<file path="src/rtl/joint_angle_assist_mapper_macros.svh">
// assertion macros shared by the joint angle assist mapper rtl
`ifndef JOINT_ANGLE_ASSIST_MAPPER_MACROS_SVH
`define JOINT_ANGLE_ASSIST_MAPPER_MACROS_SVH
`ifndef SYNTHESIS
// property must hold at every clock edge outside reset
`define JAAM_ASSERT(lbl, prop, msg) \
  lbl: assert property (@(posedge clk_i) disable iff (!rst_ni) prop) else $error(msg);
// condition must never be seen outside reset
`define JAAM_ASSERT_NEVER(lbl, cond, msg) \
  lbl: assert property (@(posedge clk_i) disable iff (!rst_ni) !(cond)) else $error(msg);
`else
`define JAAM_ASSERT(lbl, prop, msg)
`define JAAM_ASSERT_NEVER(lbl, cond, msg)
`endif
`endif

</file>
<file path="src/rtl/jaam_pkg.sv">
// shared constants, types and the cordic arctangent table of the joint angle mapper
package jaam_pkg;

  localparam int CORDIC_STEPS = 16;
  localparam int TableLen     = 24;
  localparam int StepW        = $clog2(TableLen);
  localparam int XyW          = 32;
  localparam int ZW           = 32;
  localparam int RoundShift   = 17;

  localparam logic signed [15:0] HalfPiQ13 = 16'sd12868;
  localparam logic signed [15:0] PiQ13     = 16'sd25736;
  localparam logic        [7:0]  IntentRaise = 8'd7;
  localparam logic        [7:0]  IntentLower = 8'd8;

  typedef enum logic [2:0] {
    RegShoulderLink = 3'd0,
    RegElbowLink    = 3'd1,
    RegAssistUp     = 3'd2,
    RegAssistDown   = 3'd3,
    RegAssistStep   = 3'd4,
    RegTimeoutMs    = 3'd5
  } reg_idx_e;

  typedef struct packed {
    logic        [14:0] shoulder_link;
    logic        [14:0] elbow_link;
    logic signed [15:0] assist_up;
    logic signed [15:0] assist_down;
    logic        [14:0] assist_step;
    logic        [15:0] timeout_ms;
  } cfg_t;

  typedef struct packed {
    logic               start;
    logic signed [16:0] diff;
    logic        [14:0] link;
  } cordic_req_t;

  typedef struct packed {
    logic               done;
    logic signed [15:0] angle;
  } cordic_rsp_t;

  // atan(2^-i) in q2.30
  function automatic logic signed [ZW-1:0] atan_q30(input logic [StepW-1:0] idx);
    logic signed [ZW-1:0] val;
    case (idx)
      5'd0:    val = 32'sd843314857;
      5'd1:    val = 32'sd497837829;
      5'd2:    val = 32'sd263043837;
      5'd3:    val = 32'sd133525159;
      5'd4:    val = 32'sd67021687;
      5'd5:    val = 32'sd33543516;
      5'd6:    val = 32'sd16775851;
      5'd7:    val = 32'sd8388437;
      5'd8:    val = 32'sd4194283;
      5'd9:    val = 32'sd2097149;
      5'd10:   val = 32'sd1048576;
      5'd11:   val = 32'sd524288;
      5'd12:   val = 32'sd262144;
      5'd13:   val = 32'sd131072;
      5'd14:   val = 32'sd65536;
      5'd15:   val = 32'sd32768;
      5'd16:   val = 32'sd16384;
      5'd17:   val = 32'sd8192;
      5'd18:   val = 32'sd4096;
      5'd19:   val = 32'sd2048;
      5'd20:   val = 32'sd1024;
      5'd21:   val = 32'sd512;
      5'd22:   val = 32'sd256;
      5'd23:   val = 32'sd128;
      default: val = '0;
    endcase
    return val;
  endfunction

endpackage

</file>
<file path="src/rtl/jaam_cfg.sv">
// configuration register file of the joint angle mapper
module jaam_cfg (
  input  logic                clk_i,
  input  logic                rst_ni,
  input  logic                cfg_valid_i,
  output logic                cfg_ready_o,
  input  logic [2:0]          cfg_index_i,
  input  logic [15:0]         cfg_data_i,
  output jaam_pkg::cfg_t      cfg_o
);

  jaam_pkg::cfg_t cfg_q;

  assign cfg_ready_o = 1'b1;
  assign cfg_o       = cfg_q;

  always_ff @(posedge clk_i or negedge rst_ni) begin
    if (!rst_ni) begin
      cfg_q.shoulder_link <= 15'd1229;
      cfg_q.elbow_link    <= 15'd1024;
      cfg_q.assist_up     <= 16'sd9830;
      cfg_q.assist_down   <= 16'sd0;
      cfg_q.assist_step   <= 15'd3277;
      cfg_q.timeout_ms    <= 16'd1000;
    end else if (cfg_valid_i) begin
      unique case (jaam_pkg::reg_idx_e'(cfg_index_i))
        jaam_pkg::RegShoulderLink: cfg_q.shoulder_link <= cfg_data_i[14:0];
        jaam_pkg::RegElbowLink:    cfg_q.elbow_link    <= cfg_data_i[14:0];
        jaam_pkg::RegAssistUp:     cfg_q.assist_up     <= $signed(cfg_data_i);
        jaam_pkg::RegAssistDown:   cfg_q.assist_down   <= $signed(cfg_data_i);
        jaam_pkg::RegAssistStep:   cfg_q.assist_step   <= cfg_data_i[14:0];
        jaam_pkg::RegTimeoutMs:    cfg_q.timeout_ms    <= cfg_data_i;
        default: ;
      endcase
    end
  end

endmodule

</file>
<file path="src/rtl/jaam_cordic.sv">
// iterative vectoring cordic giving atan2(diff, link) in q3.13
`include "joint_angle_assist_mapper_macros.svh"

module jaam_cordic (
  input  logic                  clk_i,
  input  logic                  rst_ni,
  input  jaam_pkg::cordic_req_t req_i,
  output jaam_pkg::cordic_rsp_t rsp_o
);

  localparam logic [jaam_pkg::StepW-1:0] LastStep =
    jaam_pkg::StepW'(jaam_pkg::CORDIC_STEPS - 1);

  typedef enum logic [1:0] {C_IDLE, C_ITER, C_ROUND} state_e;

  state_e                             state_q;
  logic   [jaam_pkg::StepW-1:0]       step_q;
  logic                               done_q;
  logic signed [15:0]                 angle_q;
  logic signed [jaam_pkg::XyW-1:0]    x_q, y_q, x_d, y_d, xs, ys, x_ld, y_ld;
  logic signed [jaam_pkg::ZW-1:0]     z_q, z_d, atan_v;
  logic signed [jaam_pkg::ZW:0]       round_sum;
  logic signed [15:0]                 edge_angle;

  assign rsp_o.done  = done_q;
  assign rsp_o.angle = angle_q;

  // scaled by 4096 on load
  assign x_ld = $signed({5'b0, req_i.link, 12'b0});
  assign y_ld = $signed({{3{req_i.diff[16]}}, req_i.diff, 12'b0});

  // one micro-rotation, shifts floor toward minus infinity
  always_comb begin
    xs     = x_q >>> step_q;
    ys     = y_q >>> step_q;
    atan_v = jaam_pkg::atan_q30(step_q);
    if (!y_q[jaam_pkg::XyW-1]) begin
      x_d = x_q + ys;
      y_d = y_q - xs;
      z_d = z_q + atan_v;
    end else begin
      x_d = x_q - ys;
      y_d = y_q + xs;
      z_d = z_q - atan_v;
    end
  end

  assign round_sum = $signed({z_q[jaam_pkg::ZW-1], z_q}) + 33'sd65536;

  // zero link length: straight up or down by the sign of diff, zero for a zero diff
  always_comb begin
    if (req_i.diff > 17'sd0) begin
      edge_angle = jaam_pkg::HalfPiQ13;
    end else if (req_i.diff < 17'sd0) begin
      edge_angle = -jaam_pkg::HalfPiQ13;
    end else begin
      edge_angle = '0;
    end
  end

  always_ff @(posedge clk_i or negedge rst_ni) begin
    if (!rst_ni) begin
      state_q <= C_IDLE;
      step_q  <= '0;
      done_q  <= 1'b0;
      angle_q <= '0;
    end else begin
      done_q <= 1'b0;
      unique case (state_q)
        C_IDLE: begin
          if (req_i.start) begin
            step_q <= '0;
            if (req_i.link == '0) begin
              done_q  <= 1'b1;
              angle_q <= edge_angle;
            end else begin
              state_q <= C_ITER;
            end
          end
        end
        C_ITER: begin
          step_q <= step_q + 1'b1;
          if (step_q == LastStep) begin
            state_q <= C_ROUND;
          end
        end
        C_ROUND: begin
          done_q  <= 1'b1;
          angle_q <= round_sum[jaam_pkg::ZW:jaam_pkg::RoundShift];
          state_q <= C_IDLE;
        end
        default: state_q <= C_IDLE;
      endcase
    end
  end

  always_ff @(posedge clk_i) begin
    if (state_q == C_IDLE && req_i.start) begin
      x_q <= x_ld;
      y_q <= y_ld;
      z_q <= '0;
    end else if (state_q == C_ITER) begin
      x_q <= x_d;
      y_q <= y_d;
      z_q <= z_d;
    end
  end

  `JAAM_ASSERT(a_done_single, done_q |=> !done_q, "cordic done longer than one cycle")
  `JAAM_ASSERT_NEVER(a_start_busy, req_i.start && state_q != C_IDLE, "cordic started while busy")
  `JAAM_ASSERT(a_iter_end, (state_q == C_ITER && step_q == LastStep) |=> state_q == C_ROUND,
               "cordic missed its last step")

endmodule

</file>
<file path="src/rtl/joint_angle_assist_mapper.sv">
// joint angle assist mapper top level: sequencer, assist ramp, clamps and stream ports
// a sample word runs the single cordic unit once per joint (start, wait), then passes the
// assist and output states, where it may hold for the receiver; a zero link skips the iterations
// an intention word is only stored; a new word is taken once the sequencer is idle again
// reset (async, active low) restores the register defaults, clears intention and assist
module joint_angle_assist_mapper (
  input  logic          clk_i,
  input  logic          rst_ni,
  // sample and intention words
  input  logic          s_axis_tvalid_i,
  output logic          s_axis_tready_o,
  // time_ms[31:0], intent_id[39:32], disp_a..disp_h 16 bits each from bit 40 up
  input  logic [167:0]  s_axis_tdata_i,
  // req_type[0]
  input  logic          s_axis_tuser_i,
  // joint command words
  output logic          m_axis_tvalid_o,
  input  logic          m_axis_tready_i,
  // right_shoulder[14:0], left_shoulder[29:15], right_elbow[44:30], left_elbow[59:45], zero
  output logic [63:0]   m_axis_tdata_o,
  // register writes
  input  logic          cfg_valid_i,
  output logic          cfg_ready_o,
  input  logic [2:0]    cfg_index_i,
  input  logic [15:0]   cfg_data_i
);

  `include "joint_angle_assist_mapper_macros.svh"

  typedef enum logic [2:0] {S_IDLE, S_START, S_WAIT, S_ASSIST, S_OUT} state_e;

  typedef struct packed {
    logic        [14:0] le;
    logic        [14:0] re;
    logic signed [14:0] ls;
    logic signed [14:0] rs;
  } out_t;

  localparam logic signed [16:0] ShMax = 17'(jaam_pkg::HalfPiQ13);
  localparam logic signed [16:0] ShMin = -ShMax;

  jaam_pkg::cfg_t         cfg;
  jaam_pkg::cordic_req_t  cordic_req;
  jaam_pkg::cordic_rsp_t  cordic_rsp;

  state_e              state_q;
  logic [1:0]          joint_q;
  logic [7:0]          last_intent_q;
  logic [31:0]         intent_time_q;
  logic signed [15:0]  assist_q;
  out_t                out_q, out_d;
  logic                out_valid_q;

  // captured sample and per-joint results
  logic [31:0]         time_q;
  logic signed [15:0]  disp_q [8];
  logic signed [15:0]  angle_q [4];
  logic signed [15:0]  add_q;

  logic                s_acc, m_acc;
  logic signed [16:0]  diff;

  // assist ramp
  logic [31:0]         age;
  logic                fresh, raise, lower, active;
  logic signed [15:0]  target, assist_next, add_d;
  logic signed [17:0]  up_sum, dn_sum;

  // clamp stage
  logic signed [16:0]  rs_sum, ls_sum, rs_cl, ls_cl;
  logic signed [15:0]  re_cl, le_cl;

  assign s_acc           = s_axis_tvalid_i && s_axis_tready_o;
  assign m_acc           = m_axis_tvalid_o && m_axis_tready_i;
  assign s_axis_tready_o = (state_q == S_IDLE);
  assign m_axis_tvalid_o = out_valid_q;
  assign m_axis_tdata_o  = {4'b0, out_q};

  jaam_cfg u_cfg (
    .clk_i       (clk_i),
    .rst_ni      (rst_ni),
    .cfg_valid_i (cfg_valid_i),
    .cfg_ready_o (cfg_ready_o),
    .cfg_index_i (cfg_index_i),
    .cfg_data_i  (cfg_data_i),
    .cfg_o       (cfg)
  );

  // joint order: right shoulder, left shoulder, right elbow, left elbow
  always_comb begin
    case (joint_q)
      2'd0:    diff = $signed({disp_q[1][15], disp_q[1]}) - $signed({disp_q[0][15], disp_q[0]});
      2'd1:    diff = $signed({disp_q[3][15], disp_q[3]}) - $signed({disp_q[2][15], disp_q[2]});
      2'd2:    diff = $signed({disp_q[5][15], disp_q[5]}) - $signed({disp_q[4][15], disp_q[4]});
      default: diff = $signed({disp_q[7][15], disp_q[7]}) - $signed({disp_q[6][15], disp_q[6]});
    endcase
  end

  assign cordic_req.start = (state_q == S_START);
  assign cordic_req.diff  = diff;
  assign cordic_req.link  = joint_q[1] ? cfg.elbow_link : cfg.shoulder_link;

  jaam_cordic u_cordic (
    .clk_i  (clk_i),
    .rst_ni (rst_ni),
    .req_i  (cordic_req),
    .rsp_o  (cordic_rsp)
  );

  // intention age wraps with the millisecond counter
  always_comb begin
    age    = time_q - intent_time_q;
    fresh  = (age <= {16'b0, cfg.timeout_ms});
    raise  = (last_intent_q == jaam_pkg::IntentRaise);
    lower  = (last_intent_q == jaam_pkg::IntentLower);
    active = fresh && (raise || lower);
    target = raise ? cfg.assist_up : cfg.assist_down;
    up_sum = $signed({{2{assist_q[15]}}, assist_q}) + $signed({3'b0, cfg.assist_step});
    dn_sum = $signed({{2{assist_q[15]}}, assist_q}) - $signed({3'b0, cfg.assist_step});
    // step toward the target without running past it
    if (assist_q < target) begin
      assist_next = (up_sum > 18'(target)) ? target : up_sum[15:0];
    end else if (assist_q > target) begin
      assist_next = (dn_sum < 18'(target)) ? target : dn_sum[15:0];
    end else begin
      assist_next = assist_q;
    end
    add_d = active ? assist_next : '0;
  end

  // assist goes on both shoulders at full width, then every joint is clamped
  always_comb begin
    rs_sum = $signed({angle_q[0][15], angle_q[0]}) + $signed({add_q[15], add_q});
    ls_sum = $signed({angle_q[1][15], angle_q[1]}) + $signed({add_q[15], add_q});
    rs_cl  = (rs_sum < ShMin) ? ShMin : ((rs_sum > ShMax) ? ShMax : rs_sum);
    ls_cl  = (ls_sum < ShMin) ? ShMin : ((ls_sum > ShMax) ? ShMax : ls_sum);
    if (angle_q[2] < 16'sd0) begin
      re_cl = '0;
    end else if (angle_q[2] > jaam_pkg::PiQ13) begin
      re_cl = jaam_pkg::PiQ13;
    end else begin
      re_cl = angle_q[2];
    end
    if (angle_q[3] < 16'sd0) begin
      le_cl = '0;
    end else if (angle_q[3] > jaam_pkg::PiQ13) begin
      le_cl = jaam_pkg::PiQ13;
    end else begin
      le_cl = angle_q[3];
    end
    out_d.rs = rs_cl[14:0];
    out_d.ls = ls_cl[14:0];
    out_d.re = re_cl[14:0];
    out_d.le = le_cl[14:0];
  end

  // sequencer, intention state and output register
  always_ff @(posedge clk_i or negedge rst_ni) begin
    if (!rst_ni) begin
      state_q       <= S_IDLE;
      joint_q       <= '0;
      last_intent_q <= '0;
      intent_time_q <= '0;
      assist_q      <= '0;
      out_q         <= '0;
      out_valid_q   <= 1'b0;
    end else begin
      if (m_acc) begin
        out_valid_q <= 1'b0;
      end
      unique case (state_q)
        S_IDLE: begin
          if (s_acc) begin
            if (s_axis_tuser_i) begin
              joint_q <= '0;
              state_q <= S_START;
            end else begin
              // intention word: remember code and time stamp, nothing comes out
              last_intent_q <= s_axis_tdata_i[39:32];
              intent_time_q <= s_axis_tdata_i[31:0];
            end
          end
        end
        S_START: state_q <= S_WAIT;
        S_WAIT: begin
          if (cordic_rsp.done) begin
            joint_q <= joint_q + 2'd1;
            state_q <= (joint_q == 2'd3) ? S_ASSIST : S_START;
          end
        end
        S_ASSIST: begin
          if (active) begin
            assist_q <= assist_next;
          end
          state_q <= S_OUT;
        end
        S_OUT: begin
          // hold here while the previous result still waits downstream
          if (!out_valid_q || m_axis_tready_i) begin
            out_q       <= out_d;
            out_valid_q <= 1'b1;
            state_q     <= S_IDLE;
          end
        end
        default: state_q <= S_IDLE;
      endcase
    end
  end

  // sample capture and per-joint results
  always_ff @(posedge clk_i) begin
    if (s_acc && s_axis_tuser_i) begin
      time_q <= s_axis_tdata_i[31:0];
      for (int k = 0; k < 8; k++) begin
        disp_q[k] <= s_axis_tdata_i[40 + 16*k +: 16];
      end
    end
    if (state_q == S_WAIT && cordic_rsp.done) begin
      angle_q[joint_q] <= cordic_rsp.angle;
    end
    if (state_q == S_ASSIST) begin
      add_q <= add_d;
    end
  end

  `JAAM_ASSERT_NEVER(a_done_outside_wait, cordic_rsp.done && state_q != S_WAIT,
                     "cordic result arrived while the sequencer was not waiting")
  `JAAM_ASSERT(a_sample_starts, (s_acc && s_axis_tuser_i) |=> state_q == S_START,
               "accepted sample did not start the joint sequence")
  `JAAM_ASSERT(a_shoulder_range,
               m_axis_tvalid_o |-> (out_q.rs >= ShMin && out_q.rs <= ShMax &&
                                    out_q.ls >= ShMin && out_q.ls <= ShMax),
               "shoulder command outside plus or minus half pi")
  `JAAM_ASSERT(a_elbow_range,
               m_axis_tvalid_o |-> (out_q.re <= 15'(jaam_pkg::PiQ13) &&
                                    out_q.le <= 15'(jaam_pkg::PiQ13)),
               "elbow command above pi")

endmodule

</file>
<file path="config.mk">
export PLATFORM = sky130hd
export DESIGN_NAME = joint_angle_assist_mapper
export DESIGN_NICKNAME = d
export VERILOG_FILES = /design/src/rtl/jaam_pkg.sv /design/src/rtl/jaam_cfg.sv /design/src/rtl/jaam_cordic.sv /design/src/rtl/joint_angle_assist_mapper.sv
export VERILOG_INCLUDE_DIRS = /design/src /design/src/rtl
export SDC_FILE = /design/constraint.sdc
export NUM_CORES = 2
export LEC_CHECK = 0
export ABC_AREA = 1
export BUFFER_PORTS_ARGS = -buffer_cell sky130_fd_sc_hd__buf_4
export CORE_ASPECT_RATIO = 0.8
export CORE_MARGIN = 2
export CORE_UTILIZATION = 50
export CTS_CLUSTER_SIZE = 30
export DETAILED_ROUTE_END_ITERATION = 8
export GPL_TIMING_DRIVEN = 0
export PLACE_DENSITY = 0.68
export SLEW_MARGIN = 20
export SYNTH_ARGS = -nofsm -noshare
export SYNTH_HDL_FRONTEND = slang
export SYNTH_SLANG_ARGS = --single-unit
</file>
<file path="constraint.sdc">
create_clock -name clk_i -period 34.5 [get_ports clk_i]
set_input_delay 1.725 -clock clk_i [delete_from_list [all_inputs] [get_ports clk_i]]
set_output_delay 1.725 -clock clk_i [all_outputs]
set_load 0.02 [all_outputs]
</file>
==> results.json <==
{
  "status": "finished, final reports clean",
  "crit_path_frequent_cell": "nand2_1",
  "area_delta_synth_final_pct": 13.2,
  "max_slew_margin_pct": 20.5,
  "postCtsSetupBuffers": 0,
  "rsz0062_at_grt": "no",
  "timing_hold_violations_final": 0,
  "setup-tns-final_ns": 0,
  "setup_violations": 0,
  "clockBufferDepth": 3,
  "rr_worst_depth": 27,
  "synth-seq-cells": 575,
  "postSynthAreaPerCell_sq_um": 7.22,
  "track_usage_pct": 34.0,
  "synth_edf_count": 275,
  "ys_top_cells_by_area": "edfxtp_1, nand2_1, dfrtp_1",
  "worstMarginPinSlew_ns": 1.19,
  "critPathCapture": "u_cordic.y_q[23]",
  "yosysSeqAreaShare_pct": 35.5,
  "fmax_mhz": 159,
  "seqCellArea_sq_mm": 0.0155,
  "ys_types": 72,
  "die_x_microns": 334,
  "placed_area_sq_mm": 0.0473,
  "startpoint_type": "flip-flop",
  "die_y_microns": 268,
  "viasPerCell": 5.69,
  "ys.flop_type": "edfxtp_1",
  "synthCells": 6041,
  "holdPathStages": 2,
  "cts_tree": "built",
  "mostFrequentLayoutCells": "nand2_1, inv_1, nand3_1",
  "wire_per_inst_microns": 20.4,
  "fin_crit_ns": 6.28,
  "nets": 6928,
  "cp.arrival_ns": 6.65,
  "ant_nets": 0,
  "reg2reg_from": "u_cordic.step_q[0]",
  "design_area_sq_mm": 0.0494,
  "drc": 0,
  "port_buffers": 254,
  "fillCellCount": 8403,
  "vias": 43100,
  "drive_above_1_share_pct": 9.41,
  "r2r-end": "u_cordic.y_q[23]",
  "yosys.area.top_type_share_pct": 18.9,
  "start_util_pct": 50.7,
  "crit_required_ns": 34.86,
  "cp_max_fo": 10,
  "htree_levels": 2,
  "period_share_pct": 18.2,
  "slew_violations": 0,
  "place.gp.congestion": 1.04,
  "rows": 96,
  "dr.pass1.iters": 8,
  "finClkSkew_ns": 0.0442,
  "die_area_sq_mm": 0.0897,
  "layout_commonest_cell": "nand2_1",
  "cts_root_buffer": "clkbuf_16",
  "ctsHoldBuffers": 0,
  "hold_slack_ns": 0.459,
  "critPathSlowestCell": "clkbuf_1",
  "cts.sinks": 575,
  "drtIter0Drc": 4558,
  "postRouteWirelength_microns": 154000,
  "grt-ovfl-total": 0,
  "clock_latency_ns": 0.67,
  "yosysWarnings": 0,
  "timing.critical_path.from": "u_cordic.step_q[0]",
  "multi_input_area_sq_mm": 0.0248,
  "cap_violations": 0,
  "clk_pin_slew_ns": 0.07,
  "cts_buffers": 60,
  "synthArstFlopShare_pct": 41.6,
  "grt_pass1_wl_microns": 235000,
  "r2r_slack_ns": 28.22,
  "min_path_type": "flip-flop to flip-flop",
  "path_class": "flip-flop to flip-flop",
  "max_stage_delay_ns": 0.79,
  "dpl.hpwl_microns": 124000,
  "antenna_found_initial": 2,
  "end_kind": "flip-flop",
  "synth_top_area_cell": "edfxtp_1",
  "cts_resized": 0,
  "grt_pass1_vias": 40000,
  "core_sq_mm": 0.0861,
  "syn_area_sq_mm": 0.0436,
  "grt_max_degree": 99,
  "io_pins": 260
}
-- worst max-delay path, delay by kind of cell, from the launching register on --
kind                     cells  cell delay, ns
AND/OR/NAND/NOR             14            1.94
AO/OA/AOI/OAI                5            1.74
buffers and inverters        5            1.13
adder cells (fa/ha/maj)      2            0.56
flip-flops                   1            0.42
XOR/XNOR                     1            0.17
-- cells by family (layout without fill, tap and decap cells) --
logic type      after synthesis  count (layout)  share of synthesized area [%]
simple gates               2968            2968                           28.8
compound gates             1107            1107                           13.9
buf+inv                     852            1246                           7.69
flops                       575             575                           35.5
fa+ha+maj                   349             349                           10.2
xor+xnor                    167             167                           3.35
mux                          21              21                          0.502
other cells                   2               6                         0.0172
-- synthesized netlist by cell type, drive strengths merged, types with 7 or more instances --
cell type and count:
nand2 1732, inv 670, nand3 546, o21ai 490
nor2 461, a21oi 432, ha 337, edfxtp 275
dfrtp 212, xor2 123, clkbuf 104, buf 75
nor3 70, dfxtp 61, nand4 57, nand3b 44
xnor2 44, or2 33, dfstp 27, o21bai 27
o211ai 26, a31oi 22, a21boi 21, a21o 18
o21a 18, o22ai 18, nor4 17, mux2i 14
fa 12, a211oi 8, mux2 7
-- sequential cells by signal, summed over array words and instances (netlist names) --
register,count
m_axis_tdata_o,60
u_cordic.x_q,32
state_q,3
u_cordic.angle_q,16
angle_q,64
u_cordic.done_q,1
u_cordic.step_q,5
m_axis_tvalid_o,1
u_cordic.z_q,32
joint_q,2
add_q,16
disp_q,128
time_q,32
assist_q,16
u_cordic.y_q,32
u_cfg.cfg_o,93
last_intent_q,8
u_cordic.state_q,2
intent_time_q,32
-- final cells by class --
type,count,share of cell area (%)
Clock inverter,41,1.00
Multi-Input combinational cell,4617,50.2
Sequential cell,575,31.4
Clock buffer,73,3.33
Inverter,673,5.11
Antenna cell,1,0.00506
Tap cell,1127,2.85
Timing Repair Buffer,280,4.41
Buffer,179,1.70
-- worst min path at each step --
stage,from,endpoint
2_1_floorplan,u_cordic.x_q[0],u_cordic.x_q[0]
3_3_place_gp,u_cordic.x_q[0],u_cordic.x_q[0]
3_5_place_dp,u_cordic.x_q[0],u_cordic.x_q[0]
4_1_cts,u_cordic.z_q[8],u_cordic.z_q[8]
5_1_grt,u_cordic.z_q[8],u_cordic.z_q[8]
6_report,u_cordic.z_q[8],u_cordic.z_q[8]
-- layer usage --
| layer | vias to the layer above | GRT usage [%] | part of all wire, % |
|---|---|---|---|
| met4 | 0 | 10.0 | 3.1 |
| li1 | 20800 | - | - |
| met2 | 1925 | 50.6 | 41 |
| met3 | 262 | 5.34 | 9.3 |
| met1 | 20000 | 50.8 | 46 |
| met5 | - | 0 | 0 |
-- stage by stage --
stage | utilization (%) | instances | worst slack [ns]
2_1_floorplan | - | 6044 | 21.05
3_3_place_gp | 54.5 | 7425 | 15.40
3_5_place_dp | 54.9 | 7451 | 28.68
4_1_cts | 57.4 | 7565 | 28.65
5_1_grt | 57.4 | 7565 | 28.14
6_report | 57.4 | 7566 | 28.22
Power is left out: the tool's default activity adds up to more than one toggle a clock period on the data nets, which glitch-free logic cannot reach.
